--- src/design/mrp_pkg.sv ---
// Shared types and constants for the Modbus RTU response parser.
package mrp_pkg;

   localparam logic [15:0] CRC_INIT = 16'hFFFF;
   localparam logic [15:0] CRC_POLY = 16'hA001;

   localparam logic [7:0] FC_READ_HOLDING = 8'h03;
   localparam logic [7:0] FC_WRITE_SINGLE = 8'h06;
   localparam logic [7:0] FC_WRITE_MULTI  = 8'h10;
   localparam int         EXC_BIT         = 7;

   localparam int MIN_FRAME       = 5;
   localparam int MIN_WRITE_FRAME = 8;

   localparam int POS_FUNC     = 1;
   localparam int POS_BCOUNT   = 2;
   localparam int POS_ADDR_HI  = 2;
   localparam int POS_ADDR_LO  = 3;
   localparam int POS_VALUE_HI = 4;
   localparam int POS_VALUE_LO = 5;
   localparam int POS_PAYLOAD  = 3;

   localparam logic MODE_BYTE  = 1'b0;
   localparam logic MODE_READ  = 1'b1;
   localparam logic KIND_FRAME = 1'b0;
   localparam logic KIND_READ  = 1'b1;

   typedef enum logic [1:0] {
      STAT_OK        = 2'd0,
      STAT_ERROR     = 2'd1,
      STAT_CRC       = 2'd2,
      STAT_EXCEPTION = 2'd3
   } status_type;

   typedef enum logic [3:0] {
      ST_IDLE,
      ST_CRC,
      ST_EVAL,
      ST_FUNC,
      ST_COUNT,
      ST_COPY,
      ST_COPY_HI,
      ST_COPY_LO,
      ST_ADDR_HI,
      ST_ADDR_LO,
      ST_VAL_HI,
      ST_VAL_LO,
      ST_EMIT
   } state_type;

   typedef struct packed {
      logic       init;
      logic       load;
      logic       step;
      logic [7:0] data;
   } crc_ctrl_type;

   typedef struct packed {
      logic       kind;
      status_type status;
      logic [7:0] reg_count;
      logic [15:0] read_data;
   } rsp_item_type;

endpackage

--- src/design/mrp_crc_unit.sv ---
// Bit-serial Modbus CRC-16 unit: one polynomial step per cycle.
module mrp_crc_unit
   import mrp_pkg::*;
(
   input  logic         clock,
   input  logic         reset,
   input  crc_ctrl_type ctrl,
   output logic [15:0]  crc_value
);

   logic [15:0] crc_ff;
   logic [15:0] crc_in;

   always_comb begin
      crc_in = crc_ff;
      if (ctrl.init) begin
         crc_in = CRC_INIT;
      end else if (ctrl.load) begin
         crc_in = crc_ff ^ {8'h00, ctrl.data};
      end else if (ctrl.step) begin
         if (crc_ff[0]) begin
            crc_in = (crc_ff >> 1) ^ CRC_POLY;
         end else begin
            crc_in = crc_ff >> 1;
         end
      end
   end

   always_ff @(posedge clock) begin
      if (reset) begin
         crc_ff <= CRC_INIT;
      end else begin
         crc_ff <= crc_in;
      end
   end

   assign crc_value = crc_ff;

endmodule

--- src/design/mrp_seq.sv ---
// Frame sequencer: frame buffer, register store, decode and copy steps.
module mrp_seq
   import mrp_pkg::*;
#(
   parameter int FRAME_BYTES = 256,
   parameter int REG_COUNT   = 128
)
(
   input  logic         clock,
   input  logic         reset,
   input  logic         req_valid,
   output logic         req_ready,
   input  logic         req_mode,
   input  logic [7:0]   req_rx_byte,
   input  logic         req_frame_end,
   input  logic [6:0]   req_read_index,
   input  logic         out_free,
   output logic         res_valid,
   output rsp_item_type res_item,
   output crc_ctrl_type crc_ctrl,
   input  logic [15:0]  crc_value
);

   localparam int CW  = $clog2(FRAME_BYTES + 1);
   localparam int FA  = $clog2(FRAME_BYTES);
   localparam int RCW = (REG_COUNT > 1) ? $clog2(REG_COUNT + 1) : 1;
   localparam int RA  = (REG_COUNT > 1) ? $clog2(REG_COUNT) : 1;
   localparam int XW  = ((RCW > 7) ? RCW : 7) + 1;
   localparam int NW  = ((CW > RCW) ? CW : RCW) + 1;

   state_type    state_ff, state_in;
   logic [CW-1:0]  cnt_ff, cnt_in;
   logic           ovf_ff, ovf_in;
   logic           last_ff, last_in;
   logic [2:0]     bit_ff, bit_in;
   status_type     status_ff, status_in;
   logic           kind_ff, kind_in;
   logic [RCW-1:0] n_ff, n_in;
   logic [RCW-1:0] ri_ff, ri_in;
   logic [FA-1:0]  fp_ff, fp_in;
   logic [7:0]     hi_ff, hi_in;
   logic [RA-1:0]  waddr_ff, waddr_in;
   logic           waddr_ok_ff, waddr_ok_in;
   logic [RCW-1:0] valid_ff, valid_in;
   logic           init_ff, init_in;
   logic           idx_ok_ff, idx_ok_in;

   logic [7:0]     fmem [FRAME_BYTES];
   logic [7:0]     frd_ff;
   logic           fwe, fre;
   logic [FA-1:0]  fwaddr, fraddr;
   logic [15:0]    rmem [REG_COUNT];
   logic [15:0]    rrd_ff;
   logic           rwe, rre;
   logic [RA-1:0]  rwaddr, rraddr;
   logic [15:0]    rwdata;

   logic [XW-1:0]  idx_ext;
   logic [15:0]    addr_word;
   logic [NW-1:0]  bc_half, avail, cap, n_sel;

   assign idx_ext   = XW'(req_read_index);
   assign addr_word = {hi_ff, frd_ff};

   always_comb begin
      bc_half = NW'(frd_ff[7:1]);
      avail   = NW'(cnt_ff - CW'(MIN_FRAME)) >> 1;
      cap     = NW'(REG_COUNT);
      n_sel   = bc_half;
      if (cap < n_sel) begin
         n_sel = cap;
      end
      if (avail < n_sel) begin
         n_sel = avail;
      end
   end

   always_ff @(posedge clock) begin
      if (reset) begin
         state_ff <= ST_COPY;
         cnt_ff   <= '0;
         ovf_ff   <= 1'b0;
         n_ff     <= '0;
         ri_ff    <= '0;
         valid_ff <= '0;
         init_ff  <= 1'b1;
      end else begin
         state_ff <= state_in;
         cnt_ff   <= cnt_in;
         ovf_ff   <= ovf_in;
         n_ff     <= n_in;
         ri_ff    <= ri_in;
         valid_ff <= valid_in;
         init_ff  <= init_in;
      end
   end

   always_ff @(posedge clock) begin
      last_ff     <= last_in;
      bit_ff      <= bit_in;
      status_ff   <= status_in;
      kind_ff     <= kind_in;
      fp_ff       <= fp_in;
      hi_ff       <= hi_in;
      waddr_ff    <= waddr_in;
      waddr_ok_ff <= waddr_ok_in;
      idx_ok_ff   <= idx_ok_in;
   end

   always_ff @(posedge clock) begin
      if (fwe) begin
         fmem[fwaddr] <= req_rx_byte;
      end
      if (fre) begin
         frd_ff <= fmem[fraddr];
      end
   end

   always_ff @(posedge clock) begin
      if (rwe) begin
         rmem[rwaddr] <= rwdata;
      end
      if (rre) begin
         rrd_ff <= rmem[rraddr];
      end
   end

   always_comb begin
      state_in    = state_ff;
      cnt_in      = cnt_ff;
      ovf_in      = ovf_ff;
      last_in     = last_ff;
      bit_in      = bit_ff;
      status_in   = status_ff;
      kind_in     = kind_ff;
      n_in        = n_ff;
      ri_in       = ri_ff;
      fp_in       = fp_ff;
      hi_in       = hi_ff;
      waddr_in    = waddr_ff;
      waddr_ok_in = waddr_ok_ff;
      valid_in    = valid_ff;
      init_in     = init_ff;
      idx_ok_in   = idx_ok_ff;
      req_ready   = 1'b0;
      res_valid   = 1'b0;
      fwe         = 1'b0;
      fwaddr      = cnt_ff[FA-1:0];
      fre         = 1'b0;
      fraddr      = fp_ff;
      rwe         = 1'b0;
      rwaddr      = ri_ff[RA-1:0];
      rwdata      = '0;
      rre         = 1'b0;
      rraddr      = RA'(idx_ext);
      crc_ctrl    = '{init: 1'b0, load: 1'b0, step: 1'b0, data: req_rx_byte};

      case (state_ff)
         ST_IDLE: begin
            req_ready = 1'b1;
            if (req_valid) begin
               if (req_mode == MODE_READ) begin
                  kind_in   = KIND_READ;
                  status_in = STAT_OK;
                  rre       = 1'b1;
                  idx_ok_in = idx_ext < XW'(REG_COUNT);
                  state_in  = ST_EMIT;
               end else begin
                  kind_in  = KIND_FRAME;
                  last_in  = req_frame_end;
                  if (cnt_ff < CW'(FRAME_BYTES)) begin
                     fwe    = 1'b1;
                     cnt_in = cnt_ff + 1'b1;
                  end else begin
                     ovf_in = 1'b1;
                  end
                  crc_ctrl.load = 1'b1;
                  bit_in        = '0;
                  state_in      = ST_CRC;
               end
            end
         end
         ST_CRC: begin
            crc_ctrl.step = 1'b1;
            bit_in        = bit_ff + 1'b1;
            if (bit_ff == 3'd7) begin
               state_in = last_ff ? ST_EVAL : ST_IDLE;
            end
         end
         ST_EVAL: begin
            if (cnt_ff < CW'(MIN_FRAME) || ovf_ff) begin
               status_in = STAT_ERROR;
               state_in  = ST_EMIT;
            end else if (crc_value != 16'h0000) begin
               status_in = STAT_CRC;
               state_in  = ST_EMIT;
            end else begin
               fre      = 1'b1;
               fraddr   = FA'(POS_FUNC);
               state_in = ST_FUNC;
            end
         end
         ST_FUNC: begin
            state_in = ST_EMIT;
            if (frd_ff[EXC_BIT]) begin
               status_in = STAT_EXCEPTION;
            end else if (frd_ff == FC_READ_HOLDING) begin
               fre      = 1'b1;
               fraddr   = FA'(POS_BCOUNT);
               state_in = ST_COUNT;
            end else if (frd_ff == FC_WRITE_SINGLE) begin
               if (cnt_ff < CW'(MIN_WRITE_FRAME)) begin
                  status_in = STAT_ERROR;
               end else begin
                  fre      = 1'b1;
                  fraddr   = FA'(POS_ADDR_HI);
                  state_in = ST_ADDR_HI;
               end
            end else if (frd_ff == FC_WRITE_MULTI) begin
               status_in = STAT_OK;
            end else begin
               status_in = STAT_ERROR;
            end
         end
         ST_COUNT: begin
            n_in     = RCW'(n_sel);
            valid_in = RCW'(n_sel);
            ri_in    = '0;
            fp_in    = FA'(POS_PAYLOAD);
            init_in  = 1'b0;
            state_in = ST_COPY;
         end
         ST_COPY: begin
            if (ri_ff == RCW'(REG_COUNT)) begin
               status_in = STAT_OK;
               state_in  = init_ff ? ST_IDLE : ST_EMIT;
            end else if (ri_ff < n_ff) begin
               fre      = 1'b1;
               state_in = ST_COPY_HI;
            end else begin
               rwe   = 1'b1;
               ri_in = ri_ff + 1'b1;
            end
         end
         ST_COPY_HI: begin
            hi_in    = frd_ff;
            fre      = 1'b1;
            fraddr   = fp_ff + 1'b1;
            state_in = ST_COPY_LO;
         end
         ST_COPY_LO: begin
            rwe      = 1'b1;
            rwdata   = addr_word;
            ri_in    = ri_ff + 1'b1;
            fp_in    = fp_ff + FA'(2);
            state_in = ST_COPY;
         end
         ST_ADDR_HI: begin
            hi_in    = frd_ff;
            fre      = 1'b1;
            fraddr   = FA'(POS_ADDR_LO);
            state_in = ST_ADDR_LO;
         end
         ST_ADDR_LO: begin
            waddr_ok_in = addr_word < 16'(REG_COUNT);
            waddr_in    = RA'(addr_word);
            fre         = 1'b1;
            fraddr      = FA'(POS_VALUE_HI);
            state_in    = ST_VAL_HI;
         end
         ST_VAL_HI: begin
            hi_in    = frd_ff;
            fre      = 1'b1;
            fraddr   = FA'(POS_VALUE_LO);
            state_in = ST_VAL_LO;
         end
         ST_VAL_LO: begin
            rwe       = waddr_ok_ff;
            rwaddr    = waddr_ff;
            rwdata    = addr_word;
            status_in = STAT_OK;
            state_in  = ST_EMIT;
         end
         ST_EMIT: begin
            if (out_free) begin
               res_valid = 1'b1;
               if (kind_ff == KIND_FRAME) begin
                  cnt_in        = '0;
                  ovf_in        = 1'b0;
                  crc_ctrl.init = 1'b1;
               end
               state_in = ST_IDLE;
            end
         end
         default: begin
            state_in = ST_IDLE;
         end
      endcase
   end

   always_comb begin
      res_item.kind      = kind_ff;
      res_item.status    = status_ff;
      res_item.reg_count = 8'(valid_ff);
      res_item.read_data = (kind_ff == KIND_READ && idx_ok_ff) ? rrd_ff : 16'h0000;
   end

endmodule

--- src/design/modbus_response_parser_top.sv ---
// Modbus RTU response parser: CRC check, frame decode and register store.
//
// req_ channel: one item per received frame byte (mode 0, frame_end on the
// last byte) or one register read (mode 1, read_index). rsp_ channel: one
// item per frame end (kind 0, status and reg_count) and per read (kind 1,
// read_data). Bytes that are not the last of a frame give no rsp_ item.
// Each byte is accepted, then runs eight steps of the bit-serial CRC unit,
// which sets the byte rate. At frame end EVAL checks length and CRC, FUNC
// the function code, then 0x06 runs the address and value states; a 0x03
// response copies n registers through the COPY, COPY_HI and COPY_LO
// states and the single read port of the frame buffer, and zeroes the
// remaining REG_COUNT - n entries at one per cycle. A read goes from
// accept to the emit state. After reset a clearing pass with req_ready
// low zeroes the register store. Results sit in an output register; when
// the receiver stalls, the block still takes the next item and finishes
// its work, and holds any further result until the output register frees.
module modbus_response_parser_top
   import mrp_pkg::*;
#(
   parameter int FRAME_BYTES = 256,
   parameter int REG_COUNT   = 128
)
(
   input  logic        clock,
   input  logic        reset,
   input  logic        req_valid,
   output logic        req_ready,
   input  logic        req_mode,
   input  logic [7:0]  req_rx_byte,
   input  logic        req_frame_end,
   input  logic [6:0]  req_read_index,
   output logic        rsp_valid,
   input  logic        rsp_ready,
   output logic        rsp_kind,
   output logic [1:0]  rsp_status,
   output logic [7:0]  rsp_reg_count,
   output logic [15:0] rsp_read_data
);

   crc_ctrl_type crc_ctrl;
   logic [15:0]  crc_value;
   logic         res_valid;
   rsp_item_type res_item;
   logic         out_free;
   logic         rsp_valid_ff, rsp_valid_in;
   rsp_item_type rsp_item_ff, rsp_item_in;

   mrp_crc_unit u_crc (
      .clock     (clock),
      .reset     (reset),
      .ctrl      (crc_ctrl),
      .crc_value (crc_value)
   );

   mrp_seq #(
      .FRAME_BYTES (FRAME_BYTES),
      .REG_COUNT   (REG_COUNT)
   ) u_seq (
      .clock          (clock),
      .reset          (reset),
      .req_valid      (req_valid),
      .req_ready      (req_ready),
      .req_mode       (req_mode),
      .req_rx_byte    (req_rx_byte),
      .req_frame_end  (req_frame_end),
      .req_read_index (req_read_index),
      .out_free       (out_free),
      .res_valid      (res_valid),
      .res_item       (res_item),
      .crc_ctrl       (crc_ctrl),
      .crc_value      (crc_value)
   );

   assign out_free = !rsp_valid_ff || rsp_ready;

   always_comb begin
      rsp_valid_in = rsp_valid_ff;
      rsp_item_in  = rsp_item_ff;
      if (rsp_valid_ff && rsp_ready) begin
         rsp_valid_in = 1'b0;
      end
      if (res_valid) begin
         rsp_valid_in = 1'b1;
         rsp_item_in  = res_item;
      end
   end

   always_ff @(posedge clock) begin
      if (reset) begin
         rsp_valid_ff <= 1'b0;
      end else begin
         rsp_valid_ff <= rsp_valid_in;
      end
   end

   always_ff @(posedge clock) begin
      rsp_item_ff <= rsp_item_in;
   end

   assign rsp_valid     = rsp_valid_ff;
   assign rsp_kind      = rsp_item_ff.kind;
   assign rsp_status    = rsp_item_ff.status;
   assign rsp_reg_count = rsp_item_ff.reg_count;
   assign rsp_read_data = rsp_item_ff.read_data;

endmodule

--- config.mk ---
export PLATFORM = sky130hd
export DESIGN_NAME = modbus_response_parser_top
export DESIGN_NICKNAME = d
export VERILOG_FILES = /design/src/design/mrp_pkg.sv /design/src/design/mrp_crc_unit.sv /design/src/design/mrp_seq.sv /design/src/design/modbus_response_parser_top.sv
export SDC_FILE = /design/constraint.sdc
export NUM_CORES = 2
export LEC_CHECK = 0
export BUFFER_PORTS_ARGS = -buffer_cell sky130_fd_sc_hd__buf_2
export CORE_MARGIN = 4
export CORE_UTILIZATION = 35
export CTS_CLUSTER_SIZE = 28
export DETAILED_ROUTE_END_ITERATION = 12
export PLACE_DENSITY = 0.58
export SYNTH_ARGS = -nofsm -noshare
export SYNTH_HDL_FRONTEND = slang
export SYNTH_SLANG_ARGS = --single-unit
--- constraint.sdc ---
create_clock -name clock -period 8.15 [get_ports clock]
set_clock_uncertainty 0.15 [all_clocks]
set_input_delay 1.63 -clock clock [delete_from_list [all_inputs] [get_ports clock]]
set_output_delay 1.63 -clock clock [all_outputs]
set_load 0.02 [all_outputs]
==> run metrics <==
Root Driver=clkbuf_16; Worst-path clk slew=0.06 ns; Initial Util=35.1%; hold path startpoint=u_crc.crc_value[8]$_SDFFE_PP1P_; Design Area, Final=approximately 190,000 um2; crit-path max cell delay=1.26 ns; maximum vdd drop=0.271 mV; clock tree buffer depth=4; TritonCTS clock tree=done; IO Pins=50; Worst R2R Start=u_seq.state_ff[3]$_SDFFE_PP0P_; vias in the first global route=between 90,000 and 100k; Synthesis Warnings=0; Pwr per Cell Area=between 200 and 300 nW/um2; Tot GR Track Use=19.3%; clock latency at the later pin of the worst-skew pair=0.98 ns; hold endpoint=u_crc.crc_value[8]$_SDFFE_PP1P_; EDFF count, synth=approximately 4,200; H-Tree Level Count=5; Area Growth Syn to Fin=13.4%; largest net degree at the start of global routing=161; P_leak=59.5 nW; DR vias=95,600; total grt overflow=0; share of layout cells above drive strength 1=17.2%; main area contributors after synthesis=edfxtp_1, mux4_2, nand2_1, nand3_1, nor2_1; status=completed; setup slack after layout=about 1.5 ns; Num CTS Buffers=406; FP Rows=253; max_slew headroom=3.90%; WL final=~490,000 um; CP Capture Type=flip-flop; pre-CTS WS=around 1.7 ns; CP arrival=7.20 ns; Hold Crit Class=reg -> reg; DRC=0; RSZ-0062 raised after global routing=no; Final Util=approximately 40%; Vias/cell=approximately 5.6; placed instance area=between 150,000 and 200,000 um2; Setup Fix Bufs, Post-CTS=0; Post-Synthesis Cells=10,100; flop2flop setup slack=~1.5 ns; worst-case reg-to-reg path depth=11; Post-Syn Area per Cell=around 17 um2; synth unique cells=83; CTS Hold Bufs=0; WL/cell=28.7 um; FFs w/ async S/R, synth=0%; cts repair resizes=0; Die Span X=between 600 and 700 um; register area share after synthesis=75.7%; most common cell in the netlist=edfxtp_1; Routed Antenna Nets=0; Max Cap Viol=0; post-DP HPWL=289,000 um; Main synth FF type=edfxtp_1; Final min period=6.67 ns; Hold Path Cell Cnt=2; Max Slew Vio Count=0; initial antenna violation count=39; Worst Path Required=just under 9 ns; cell family with most CP delay=compound AO/OA/AOI/OAI gates; Crit Path Category=reg -> reg; commonest cells in the netlist=edfxtp_1, nand2_1, nand3_1; syn nets=~10,000; drt pass-1 iters=9; crit path max fanout=38; clock sink count=approximately 4,200; r2r endpoint=u_seq.frd_ff[5]$_DFFE_PP_; GPL Wtd Cong=0.905; Net count, final=~10,000; crit-path cells=nand4bb_1, a21boi_1, and2_1, a21o_4, buf_4, nand2_1, o22ai_1, nor3_1, o41ai_1, a41oi_1, o32a_1; Buf/Inv on CP=1; fin crit share=81.9%; Synth top area share=75.1%; Mapped Area=167,000 um2; setup TNS=0 ns; DIE AREA=488,000 um2; crit start category=flip-flop; Initial DRC Count=13,900; PortBufs=49; Worst-Margin Slew=1.42 ns; fmax=150 MHz; die span in y=699 um; Final Hold Viols=0; #FFs+latches synth=4,225; endpoints failing setup=0; slowest CP cell=o41ai_1; Synth area leader=edfxtp_1; first-pass GRT wire length=slightly below 700,000 um; Core Box Area=475,000 um2
-- state kept, by name (all words and copies together) (netlist names), 9 cells and up --
register and flops:
rsp_read_data 16, u_crc.crc_value 16, u_seq.cnt_ff 9, u_seq.fmem 2048, u_seq.rmem 2048, u_seq.rrd_ff 16
-- metal layers --
metal | track usage [%] | vias to the layer above | wire, um
li1 | - | 39500 | -
met1 | 27.8 | 49900 | 199000
met2 | 29.6 | 5393 | 222000
met3 | 4.34 | 772 | 51300
met4 | 5.27 | 14 | 13900
met5 | 0 | - | 92
-- where the power goes --
group	total, W	switching [W]	internal (W)
combinational	0.0103	0.00785	0.00249
sequential	0.0247	0.000180	0.0245
clock	0.0185	0.00815	0.0103
-- cell type report --
class                   instances  area, um2
clock buffers                 490      10600
diodes                         14       35.0
flip-flops and latches       4225     126000
clock inverters               250       2240
well taps                    6375       7980
repair buffers                336       3090
inverters                      23       86.3
fillers                     42400     286000
multi-input cells            5209      38900
-- worst max-delay path by stage --
stage / from / to / slack [ns] / cells past startpoint
2_1_floorplan: u_seq.state_ff[3]$_SDFFE_PP0P_ / u_seq.rmem[0][6]$_DFFE_PP_ / 2.42 / 6
3_3_place_gp: u_seq.state_ff[3]$_SDFFE_PP0P_ / u_seq.frd_ff[2]$_DFFE_PP_ / 1.75 / 9
3_5_place_dp: u_seq.state_ff[3]$_SDFFE_PP0P_ / u_seq.frd_ff[5]$_DFFE_PP_ / 1.71 / 11
4_1_cts: u_seq.state_ff[3]$_SDFFE_PP0P_ / u_seq.frd_ff[5]$_DFFE_PP_ / 1.69 / 11
5_1_grt: u_seq.state_ff[3]$_SDFFE_PP0P_ / u_seq.frd_ff[5]$_DFFE_PP_ / 1.46 / 11
6_report: u_seq.state_ff[3]$_SDFFE_PP0P_ / u_seq.frd_ff[5]$_DFFE_PP_ / 1.48 / 11
-- kinds of logic (layout without fill, tap and decap cells) --
family | Yosys count | after routing | share of synthesized area (%)
flops | 4225 | 4225 | 75.7
simple gates | 3697 | 3697 | 9.57
mux | 742 | 742 | 9.64
compound gates | 714 | 714 | 2.96
buf+inv | 669 | 1099 | 1.80
xor+xnor | 32 | 32 | 0.168
fa+ha+maj | 24 | 24 | 0.180
other cells | 0 | 14 | 0
-- through the flow --
step	instances	total power (W)	hold WS, ns
after global routing	16900	0.0551	0.362
after detailed placement	16200	0.0353	0.337
after floorplan	10100	0.0304	0.250
after CTS	16900	0.0535	0.346
after global placement	16200	0.0351	0.326
final	16900	0.0535	0.342
-- layout by cell type, fill, tap and decap left out, types with 23 or more instances in the layout --
master,count
buf_2,38
clkbuf_16,412
nor3_1,35
dfxtp_1,48
nand2_1,2037
buf_12,39
ha_1,24
nor3_2,88
and2_1,25
and3_1,180
o21ai_0,81
a21oi_1,141
edfxtp_1,4177
a311oi_1,144
nor2_1,371
o22ai_1,28
nand3_1,781
inv_1,23
clkbuf_1,78
clkinv_2,76
mux2i_1,33
clkinv_1,94
a31oi_1,130
nor3_4,44
bufinv_16,34
buf_4,232
mux4_2,691
a221oi_1,27
-- worst min-delay path: stages (launching register included) --
cell and delay (ns):
dfxtp_1 0.32, nand2_1 0.06, nand3_1 0.06
Note: power is estimated with default switching activity, not from simulation.
